==> config.mk <==
export PLATFORM = sky130hd
export DESIGN_NAME = bezier_curve_sampler_core
export DESIGN_NICKNAME = d
export VERILOG_FILES = /design/src/design/bcs_pkg.sv /design/src/design/bcs_divider.sv /design/src/design/bezier_curve_sampler_core.sv
export SDC_FILE = /design/constraint.sdc
export NUM_CORES = 2
export LEC_CHECK = 0
export CAP_MARGIN = 20
export CORE_MARGIN = 1
export CORE_UTILIZATION = 50
export CTS_BUF_LIST = sky130_fd_sc_hd__clkbuf_4 sky130_fd_sc_hd__clkbuf_8
export DETAILED_ROUTE_END_ITERATION = 10
export DONT_BUFFER_PORTS = 1
export SLEW_MARGIN = 20
export SYNTH_ARGS = -nofsm -noshare
export SYNTH_HDL_FRONTEND = slang
export SYNTH_SLANG_ARGS = --single-unit
==> constraint.sdc <==
create_clock -name clk -period 10.7 [get_ports clk]
set_input_delay 0.535 -clock clk [delete_from_list [all_inputs] [get_ports clk]]
set_output_delay 0.535 -clock clk [all_outputs]
set_load 0.005 [all_outputs]
==> src/design/bcs_pkg.sv <==
// ----------------------------------------------------------------------------
// bcs_pkg: shared types and constants of the Bezier curve sampler
// Command and status codes, Q0.16 constants.
// ----------------------------------------------------------------------------
package bcs_pkg;

  typedef enum logic [1:0] {
    CMD_CLEAR  = 2'd0,
    CMD_APPEND = 2'd1,
    CMD_EVAL   = 2'd2,
    CMD_NOP    = 2'd3
  } cmd_t;

  typedef enum logic [1:0] {
    ST_OK    = 2'd0,
    ST_FULL  = 2'd1,
    ST_EMPTY = 2'd2,
    ST_RSVD  = 2'd3
  } status_t;

  localparam int COORD_W = 24;
  localparam int FRAC_W  = 16;
  localparam logic [FRAC_W-1:0] HALF_LSB = 16'h8000;

  typedef logic signed [COORD_W-1:0] coord_t;

endpackage

==> src/design/bcs_divider.sv <==
// ----------------------------------------------------------------------------
// bcs_divider: restoring divider for t = (idx << 16) / sc
// One quotient bit per cycle.
// ----------------------------------------------------------------------------
module bcs_divider (
  input  logic        clk,
  input  logic        rst_n,
  input  logic        start,
  input  logic [15:0] num_hi,
  input  logic [15:0] den,
  output logic        done,
  output logic [15:0] quot
);

  logic [16:0] rem_r, rem_nxt;
  logic [15:0] quot_r, quot_nxt;
  logic [4:0]  cnt_r, cnt_nxt;
  logic        busy_r, busy_nxt;
  logic        done_r, done_nxt;
  logic [17:0] shifted;
  logic [17:0] diff;

  // shift one zero numerator bit in, trial subtract
  always_comb begin
    shifted  = {rem_r, 1'b0};
    diff     = shifted - {2'b00, den};
    rem_nxt  = rem_r;
    quot_nxt = quot_r;
    cnt_nxt  = cnt_r;
    busy_nxt = busy_r;
    done_nxt = 1'b0;
    if (start) begin
      rem_nxt  = {1'b0, num_hi};
      cnt_nxt  = 5'd0;
      busy_nxt = 1'b1;
    end else if (busy_r) begin
      if (!diff[17]) begin
        rem_nxt  = diff[16:0];
        quot_nxt = {quot_r[14:0], 1'b1};
      end else begin
        rem_nxt  = shifted[16:0];
        quot_nxt = {quot_r[14:0], 1'b0};
      end
      cnt_nxt = cnt_r + 5'd1;
      if (cnt_r == 5'd15) begin
        busy_nxt = 1'b0;
        done_nxt = 1'b1;
      end
    end
  end

  always_ff @(posedge clk) begin
    if (!rst_n) begin
      busy_r <= 1'b0;
      done_r <= 1'b0;
      cnt_r  <= '0;
    end else begin
      busy_r <= busy_nxt;
      done_r <= done_nxt;
      cnt_r  <= cnt_nxt;
    end
    rem_r  <= rem_nxt;
    quot_r <= quot_nxt;
  end

  assign done = done_r;
  assign quot = quot_r;

endmodule

==> src/design/bezier_curve_sampler_core.sv <==
// ----------------------------------------------------------------------------
// bezier_curve_sampler_core: de Casteljau Bezier curve evaluator
// Control point store, Q0.16 parameter divider and one shared lerp unit.
// ----------------------------------------------------------------------------
// Clear and append go from start through S_OUT to out_valid. Evaluate with
// two or more points runs the divider, then each X/Y interpolation pair
// (per coordinate: two reads, operand latch, multiply, write back) in
// S_RD, S_MUL and S_WR; a single point goes straight to S_FIN. The single
// shared multiplier and the one-port scratch memory serialize these
// steps. Each result appears for one cycle with out_valid and cannot be
// stalled; busy stays high through that cycle.
// ----------------------------------------------------------------------------
module bezier_curve_sampler_core #(
  parameter int MAX_POINTS = 16
) (
  input  logic        clk,
  input  logic        rst_n,
  input  logic        start,
  output logic        busy,
  input  logic [1:0]  in_command,
  input  logic signed [23:0] in_point_x,
  input  logic signed [23:0] in_point_y,
  input  logic [15:0] in_sample_index,
  input  logic        cfg_valid,
  output logic        cfg_ready,
  input  logic [15:0] cfg_sample_count,
  output logic        out_valid,
  output logic signed [23:0] out_curve_x,
  output logic signed [23:0] out_curve_y,
  output logic [1:0]  out_status
);

  localparam int AW = $clog2(MAX_POINTS);
  localparam int CW = $clog2(MAX_POINTS + 1);

  typedef enum logic [2:0] {
    S_IDLE, S_DIV, S_RD, S_MUL, S_WR, S_FIN, S_OUT
  } state_t;

  state_t state_r;

  // memories: control store and scratch, one entry per point, X and Y packed
  logic [47:0] ctrl_mem [MAX_POINTS];
  logic [47:0] scr_mem  [MAX_POINTS];

  logic [15:0]   sc_r;
  logic [CW-1:0] count_r;
  logic [15:0]   idx_r;
  logic [15:0]   t_r;
  logic [AW-1:0] j_r;
  logic [CW-1:0] lim_r;
  logic          lvl1_r;
  logic          ph_r;     // 0: read a, 1: read b
  logic          ysel_r;
  logic [47:0]   rd_r;
  logic signed [23:0] a_r, b_r;
  logic signed [40:0] prod_r;
  logic signed [23:0] resx_r;
  logic signed [23:0] res_x_r, res_y_r;
  logic [1:0]    stat_r;
  logic          div_start_r;
  logic          div_done;
  logic [15:0]   div_q;
  logic [15:0]   sc_eff;
  logic [15:0]   idx_clip;

  assign sc_eff   = (sc_r == 16'd0) ? 16'd1 : sc_r;
  assign idx_clip = (in_sample_index >= sc_eff) ? sc_eff - 16'd1 : in_sample_index;

  bcs_divider u_div (
    .clk(clk), .rst_n(rst_n), .start(div_start_r), .num_hi(idx_r),
    .den(sc_eff), .done(div_done), .quot(div_q)
  );

  // shared lerp: a + floor(((b-a)*t + 0x8000) >> 16)
  logic signed [24:0] diff_w;
  logic signed [40:0] lerp_sum;
  logic signed [23:0] lerp_out;
  assign diff_w   = 25'(b_r) - 25'(a_r);
  assign lerp_sum = prod_r + 41'sd32768;
  assign lerp_out = a_r + 24'(lerp_sum >>> bcs_pkg::FRAC_W);

  // memory read address: current entry or next
  logic [AW-1:0] raddr;
  assign raddr = ph_r ? AW'(j_r + AW'(1)) : j_r;

  always_ff @(posedge clk) begin
    if (state_r == S_RD) begin
      rd_r <= lvl1_r ? ctrl_mem[raddr] : scr_mem[raddr];
    end
  end

  always_ff @(posedge clk) begin
    if (state_r == S_IDLE && start && !busy &&
        bcs_pkg::cmd_t'(in_command) == bcs_pkg::CMD_APPEND &&
        count_r < CW'(MAX_POINTS)) begin
      ctrl_mem[count_r[AW-1:0]] <= {in_point_x, in_point_y};
    end
    if (state_r == S_WR && ysel_r) begin
      scr_mem[j_r] <= {resx_r, lerp_out};
    end
  end

  // sequencer
  always_ff @(posedge clk) begin
    if (!rst_n) begin
      state_r     <= S_IDLE;
      sc_r        <= 16'd1;
      count_r     <= '0;
      div_start_r <= 1'b0;
      out_valid   <= 1'b0;
    end else begin
      div_start_r <= 1'b0;
      out_valid   <= 1'b0;
      if (cfg_valid && cfg_ready) begin
        sc_r <= cfg_sample_count;
      end
      case (state_r)
        S_IDLE: begin
          if (start && !busy) begin
            res_x_r <= '0;
            res_y_r <= '0;
            stat_r  <= bcs_pkg::ST_OK;
            state_r <= S_OUT;
            case (bcs_pkg::cmd_t'(in_command))
              bcs_pkg::CMD_CLEAR: count_r <= '0;
              bcs_pkg::CMD_APPEND: begin
                if (count_r >= CW'(MAX_POINTS)) stat_r <= bcs_pkg::ST_FULL;
                else count_r <= count_r + CW'(1);
              end
              bcs_pkg::CMD_EVAL: begin
                if (count_r == '0) begin
                  stat_r <= bcs_pkg::ST_EMPTY;
                end else begin
                  idx_r       <= idx_clip;
                  div_start_r <= 1'b1;
                  j_r         <= '0;
                  ph_r        <= 1'b0;
                  ysel_r      <= 1'b0;
                  lvl1_r      <= 1'b1;
                  lim_r       <= count_r - CW'(1);
                  state_r     <= (count_r == CW'(1)) ? S_FIN : S_DIV;
                end
              end
              default: ;
            endcase
          end
        end
        S_DIV: begin
          if (div_done) begin
            t_r     <= div_q;
            state_r <= S_RD;
          end
        end
        S_RD: begin
          // two reads: a then b; the b read lands as ph toggles back
          if (!ph_r) begin
            ph_r <= 1'b1;
          end else begin
            ph_r    <= 1'b0;
            state_r <= S_MUL;
          end
          if (ph_r) a_r <= ysel_r ? rd_r[23:0] : rd_r[47:24];
        end
        S_MUL: begin
          b_r     <= ysel_r ? rd_r[23:0] : rd_r[47:24];
          state_r <= S_WR;
          ph_r    <= 1'b1;
        end
        S_WR: begin
          if (ph_r) begin
            prod_r <= 41'(diff_w * $signed({1'b0, t_r}));
            ph_r   <= 1'b0;
          end else if (!ysel_r) begin
            resx_r  <= lerp_out;
            ysel_r  <= 1'b1;
            state_r <= S_RD;
          end else begin
            ysel_r <= 1'b0;
            if (CW'(j_r) + CW'(1) >= lim_r) begin
              j_r    <= '0;
              lvl1_r <= 1'b0;
              lim_r  <= lim_r - CW'(1);
              state_r <= (lim_r == CW'(1)) ? S_FIN : S_RD;
            end else begin
              j_r     <= j_r + AW'(1);
              state_r <= S_RD;
            end
          end
        end
        S_FIN: begin
          if (lvl1_r) begin
            res_x_r <= ctrl_mem[0][47:24];
            res_y_r <= ctrl_mem[0][23:0];
          end else begin
            res_x_r <= scr_mem[0][47:24];
            res_y_r <= scr_mem[0][23:0];
          end
          state_r <= S_OUT;
        end
        S_OUT: begin
          out_valid <= 1'b1;
          state_r   <= S_IDLE;
        end
        default: state_r <= S_IDLE;
      endcase
    end
  end

  // busy covers the output cycle so a new command waits for it
  assign busy        = (state_r != S_IDLE) || out_valid;
  assign cfg_ready   = !busy;
  assign out_curve_x = res_x_r;
  assign out_curve_y = res_y_r;
  assign out_status  = stat_r;

endmodule
# Yosys cells after proc, flatten, opt, wreduce, memory -nomap -nowiden
# Memories as Yosys holds them, arrays and structs flattened.
# Index checks and enable logic that the tools add are counted.
# classes
add_sub_neg,11
n_mul,1
magnitude_cmp,4
n_eq_ne,20
mux,69
n_bitwise,6
n_reduce_logical,37
# op_table
op,count
24-bit two-way mux,4
24-bit case mux with 2 select lines,2
16-bit two-way mux,4
48-bit two-way mux,1
"40-bit by 17-bit adder with 40-bit output, second input constant",1
25-bit by 17-bit multiplier with 40-bit output,1
5-bit two-way mux,7
3-bit two-way mux,10
4-bit two-way mux,7
24-bit by 24-bit subtractor with 25-bit output,1
24-bit adder,1
1-bit two-way mux,24
5-bit case mux with 2 select lines,2
3-bit case mux with 6 select lines,1
18-bit by 16-bit subtractor with 18-bit output,1
17-bit two-way mux,1
16-bit greater-or-equal comparator,1
16-bit logical NOT,1
4-bit AND reduction,4
"16-bit by 1-bit subtractor with 16-bit output, second input constant",1
3-bit AND reduction,5
"5-bit by 1-bit adder with 5-bit output, second input constant",2
"5-bit by 1-bit equality test with 1-bit output, second input constant",2
"2-bit != test, second input constant",5
35 further kinds,59
# word_totals
register_bits,320
ramBits,1536
input_bits,86
out_inout_bits,53
wordCells,176
mem_count,2
# mem_list
name,depth,width,read_ports,rd_ports_with_merged_regs,wr,line,source
ctrl_mem,16,48,2,0,1,bezier_curve_sampler_core.sv:43,logic [47:0] ctrl_mem [MAX_POINTS];
scr_mem,16,48,2,0,1,bezier_curve_sampler_core.sv:44,logic [47:0] scr_mem [MAX_POINTS];

# Depth between registers and ports, before layout
# depth
depth_word,8
depth_mapped,37
mapped_depth_nobuf,36

# By module
# A second synthesis with hierarchy kept.
# unflattened
cells_unflattened,5112
area_unflattened_um2,87694.1
# modules_own_cells
module,instances,cells_per_inst,area_per_inst_um2,seq_area_each_um2
bezier_curve_sampler_core,1,4864,85155.4,53821.6
bcs_divider,1,248,2538.7,1121.1

# Worst setup path after synthesis
# OpenSTA, ideal clock, no wires.
# synth_timing
path_kind,register -> register
from,register a_r[1]
to,"register prod_r[39], data pin"
setup_ns,0.268
arrival_time_ns,8.554
required_ns,10.432
path_slack_ns,1.878
stages_incl_launch_ff,34
n_path_buf,1
synth_period_minus_slack_ns,8.822
cell_sequence,edfxtp_1 > inv_1 > ha_1 > nor2b_1 > o21ai_0 > a21boi_0 > o21ai_0 > a21boi_0 > o31a_1 > o21ai_0 > nand2b_1 > a21oi_1 > clkbuf_1 > mux2_2 > fa_1 > inv_1 > fa_1 > fa_1 > fa_1 > fa_1 > inv_1 > fa_1 > inv_1 > ha_1 > nand4_1 > nor2_1 > nand2_1 > a211o_1 > a31oi_1 > a41o_1 > and2_1 > a211oi_1 > nor3_1 > xnor3_1
# synth_between
elab_chain_cells,2
# synth_lines
item,line,source
from (decl),bezier_curve_sampler_core.sv:56,"logic signed [23:0] a_r, b_r;"
from (signal assigned),bezier_curve_sampler_core.sv:163,if (ph_r) a_r <= ysel_r ? rd_r[23:0] : rd_r[47:24];
24-bit by 24-bit subtractor with 25-bit output,bezier_curve_sampler_core.sv:79,assign diff_w = 25'(b_r) - 25'(a_r);
25-bit by 17-bit multiplier with 40-bit output,bezier_curve_sampler_core.sv:172,"prod_r <= 41'(diff_w * $signed({1'b0, t_r}));"
to (signal assigned),bezier_curve_sampler_core.sv:172,
to (decl),bezier_curve_sampler_core.sv:57,logic signed [40:0] prod_r;
# No other way between the ends.
# A chain may end at the register's enable or synchronous reset.

# Worst setup path in the final report
# layout_timing
from,register b_r[0]
to,"register prod_r[39], data pin"
# layout_between
elab_chain_cells,2
# layout_lines
item,line,source
from (decl),bezier_curve_sampler_core.sv:56,
from (signal assigned),bezier_curve_sampler_core.sv:166,b_r <= ysel_r ? rd_r[23:0] : rd_r[47:24];
24-bit by 24-bit subtractor with 25-bit output,bezier_curve_sampler_core.sv:79,
25-bit by 17-bit multiplier with 40-bit output,bezier_curve_sampler_core.sv:172,
# No other way between the ends.

==> impl_results.md <==
* Hold Path Class: in2reg
* DR pass1 iterations at 5
* Clk slew on worst S/H paths at 60 ps
* Synth Warn # at 0
* Num CTS Buffers at 320
* EDFF count, synth at 1807
* Slew @ Worst Pin at 1160 ps
* Initial antenna violation count at 11
* Clk sinks at 1841
* Unrepaired setup endpoints after global routing: false
* DP Area at 92300 µm²
* Clk_skew at 93.9 ps
* Port bufs at 0
* Vias at 47800
* Buf+Inv Stages, Crit Path at 7
* TNS Setup at 0 ps
* Worst path max stage delay at 530 ps
* Core area at 176000 µm²
* Clock Latency Late Sink at 1050 ps
* Fin crit share at 90.6%
* Synthesized flop and latch total at 1841
* Wire per inst at 28.3 µm
* Mapped Nets at 5985
* Total track usage at 26.3%
* Gpl congestion at 0.842
* Total power at 29.7 mW
* Post-CTS Setup Bufs at 0
* Die span in x at 423 µm
* CTS tree: built
* Die area at 179000 µm²
* Final hold slack at 98.2 ps
* Fmax at 0.103 GHz
* Die height at 423 µm
* Area delta synth->final at 11.8%
* Mapped Cells at 5322
* Post-DP HPWL at 141 mm
* Worst slack, placed at 967 ps
* Largest net degree at the start of global routing at 127
* Outcome: finished clean
* Vias in the first global route at 49700
* GR Overflow Total at 0
* Count of cell types in the netlist at 72
* Post-Syn Area at 88800 µm²
* Setup ws final at 1010 ps
* # H-tree levels at 5
* First-pass GRT wire length at 341 mm
* Total Nets Final at 6283
* Syn_area_per_cell at 16.7 µm²
* Seq/Total Area, Yosys at 61.9%
* Most common cell on crit path: fa_1
* Startpoint Class: flip-flop
* Max-Slew Margin vs Limit at 22.6%
* Post-route ant nets at 0
* # IOs at 139
* Critical Path RT at 11420 ps
* Num rows at 154
* CP Max Fanout at 16
* Root Buffer: clkbuf_8
* CTS Buffer Depth at 4
* Worst EP arrival at 10410 ps
* Starting Density at 50.4%
* Final instance area at 99300 µm²
* Crit path kind: reg2reg
* Ys async rst share at 0%
* Largest delay share family, worst path: adder cells
* Slowest cell on crit path: fa_1
* Prevailing post-synth register cell: edfxtp_1
* Iter 0 DRT Violations at 4328
* Final setup vio count at 0
* P per Cell Area at 299 nW/µm²
* Drt total wl at 231 mm
* Fin. Hold Viols at 0
* Critical Path End Type: flip-flop
* Min Tclk post-route at 9690 ps
* Max-slew violations at 0
* VDD IR max at 0.000672 V
* Pleak at 35.1 nW
* Share of post-route cells with drive strength above 1 at 21.3%
* Routed vias/inst at 5.83
* Max cap viols at 0
* Drt drc at 0
-- path summary, 6_finish.rpt --
path / startpoint / endpoint / slack [ps] / depth (start not counted)
setup reg to reg: b_r[0]$_DFFE_PP_ / prod_r[39]$_DFFE_PP_ / 1010 / 35
hold / removal: cfg_valid / sc_r[11]$_SDFFE_PN0P_ / 100 / 3
hold reg to reg: u_div.quot[15]$_DFFE_PP_ / t_r[15]$_DFFE_PP_ / 420 / 0
setup / recovery: b_r[0]$_DFFE_PP_ / prod_r[39]$_DFFE_PP_ / 1010 / 35
-- repair_timing --
| item | in CTS | in global routing |
|---|---|---|
| hold buffers | 97 | 0 |
| gates resized for setup | 0 | 0 |
| endpoints found under the hold margin | 839 | 0 |
-- cell type report --
type | instances | area [µm²]
Antenna cell | 12 | 30.0
Sequential cell | 1841 | 54900
Fill cell | 13700 | 77000
Clock buffer | 427 | 5260
Multi-Input combinational cell | 2687 | 31300
Timing Repair Buffer | 234 | 2120
Tap cell | 2340 | 2930
Clock inverter | 111 | 646
Inverter | 536 | 2010
-- cells in the mapped netlist, drive strengths merged (34+ instances only) --
master | n | area (µm²)
fa | 380 | 7610
xnor2 | 90 | 788
a21oi | 101 | 505
nor2b | 38 | 238
ha | 197 | 2460
mux4 | 480 | 10800
mux2 | 96 | 1080
clkbuf | 204 | 766
nand3 | 65 | 325
xor2 | 47 | 419
edfxtp | 1807 | 54300
inv | 535 | 2010
dfxtp | 34 | 681
o21ai | 90 | 454
nand2 | 330 | 1240
mux2i | 75 | 751
nor2 | 176 | 661
and2 | 164 | 1030
a21o | 41 | 308
nand2b | 63 | 394
buf | 54 | 204
-- tightest hold or removal path: stages --
cell     delay, ps
nand2_1        290
nand2_1        170
a21oi_1         50
-- kinds of logic after synthesis --
family / synth area share (%)
flops: 61.9
simple gates: 5.48
buf+inv: 3.36
mux: 14.2
fa+ha+maj: 11.3
compound gates: 2.34
xor+xnor: 1.38
-- per-layer routing --
layer	wire [µm]	track usage, %
met5	11	0
met4	4670	6.50
met3	13300	4.05
met2	117000	44.0
met1	96700	36.3
-- metrics by stage --
step,utilization [%],std cells
floorplan,-,5322
global placement,52.4,7539
detailed placement,52.4,7539
CTS,56.3,8174
global route,56.3,8179
finish,56.3,8188
-- power by group --
group	switching, mW	total [mW]	internal, mW
Sequential	0.187	9.71	9.53
Combinational	8.14	13.9	5.80
Clock	2.76	6.08	3.31
Total	11.1	29.7	18.6
-- placed cells by master (no fill, tap or decap), types with 89 or more instances in the layout --
cell | netlist | final
edfxtp_1 | 1807 | 1807
mux2_2 | 95 | 95
xnor2_1 | 90 | 89
clkbuf_4 | 0 | 99
mux4_2 | 480 | 480
clkbuf_8 | 0 | 328
ha_1 | 197 | 197
fa_1 | 380 | 380
nor2_1 | 176 | 144
buf_4 | 0 | 127
a21oi_1 | 101 | 98
inv_1 | 534 | 534
nand2_1 | 330 | 330
dlygate4sd3_1 | 0 | 97
and2_1 | 164 | 164
-- state kept, by name, summed over array words and instances, names as in the netlist, 4 cells and up --
signal / flops
ctrl_mem: 768
scr_mem: 768
rd_r: 48
prod_r: 25
a_r: 24
b_r: 24
out_curve_x: 24
out_curve_y: 24
resx_r: 24
u_div.rem_r: 17
idx_r: 16
sc_r: 16
t_r: 16
u_div.quot: 16
count_r: 5
lim_r: 5
u_div.cnt_r: 5
j_r: 4
Power figures use the tool's default switching activity.
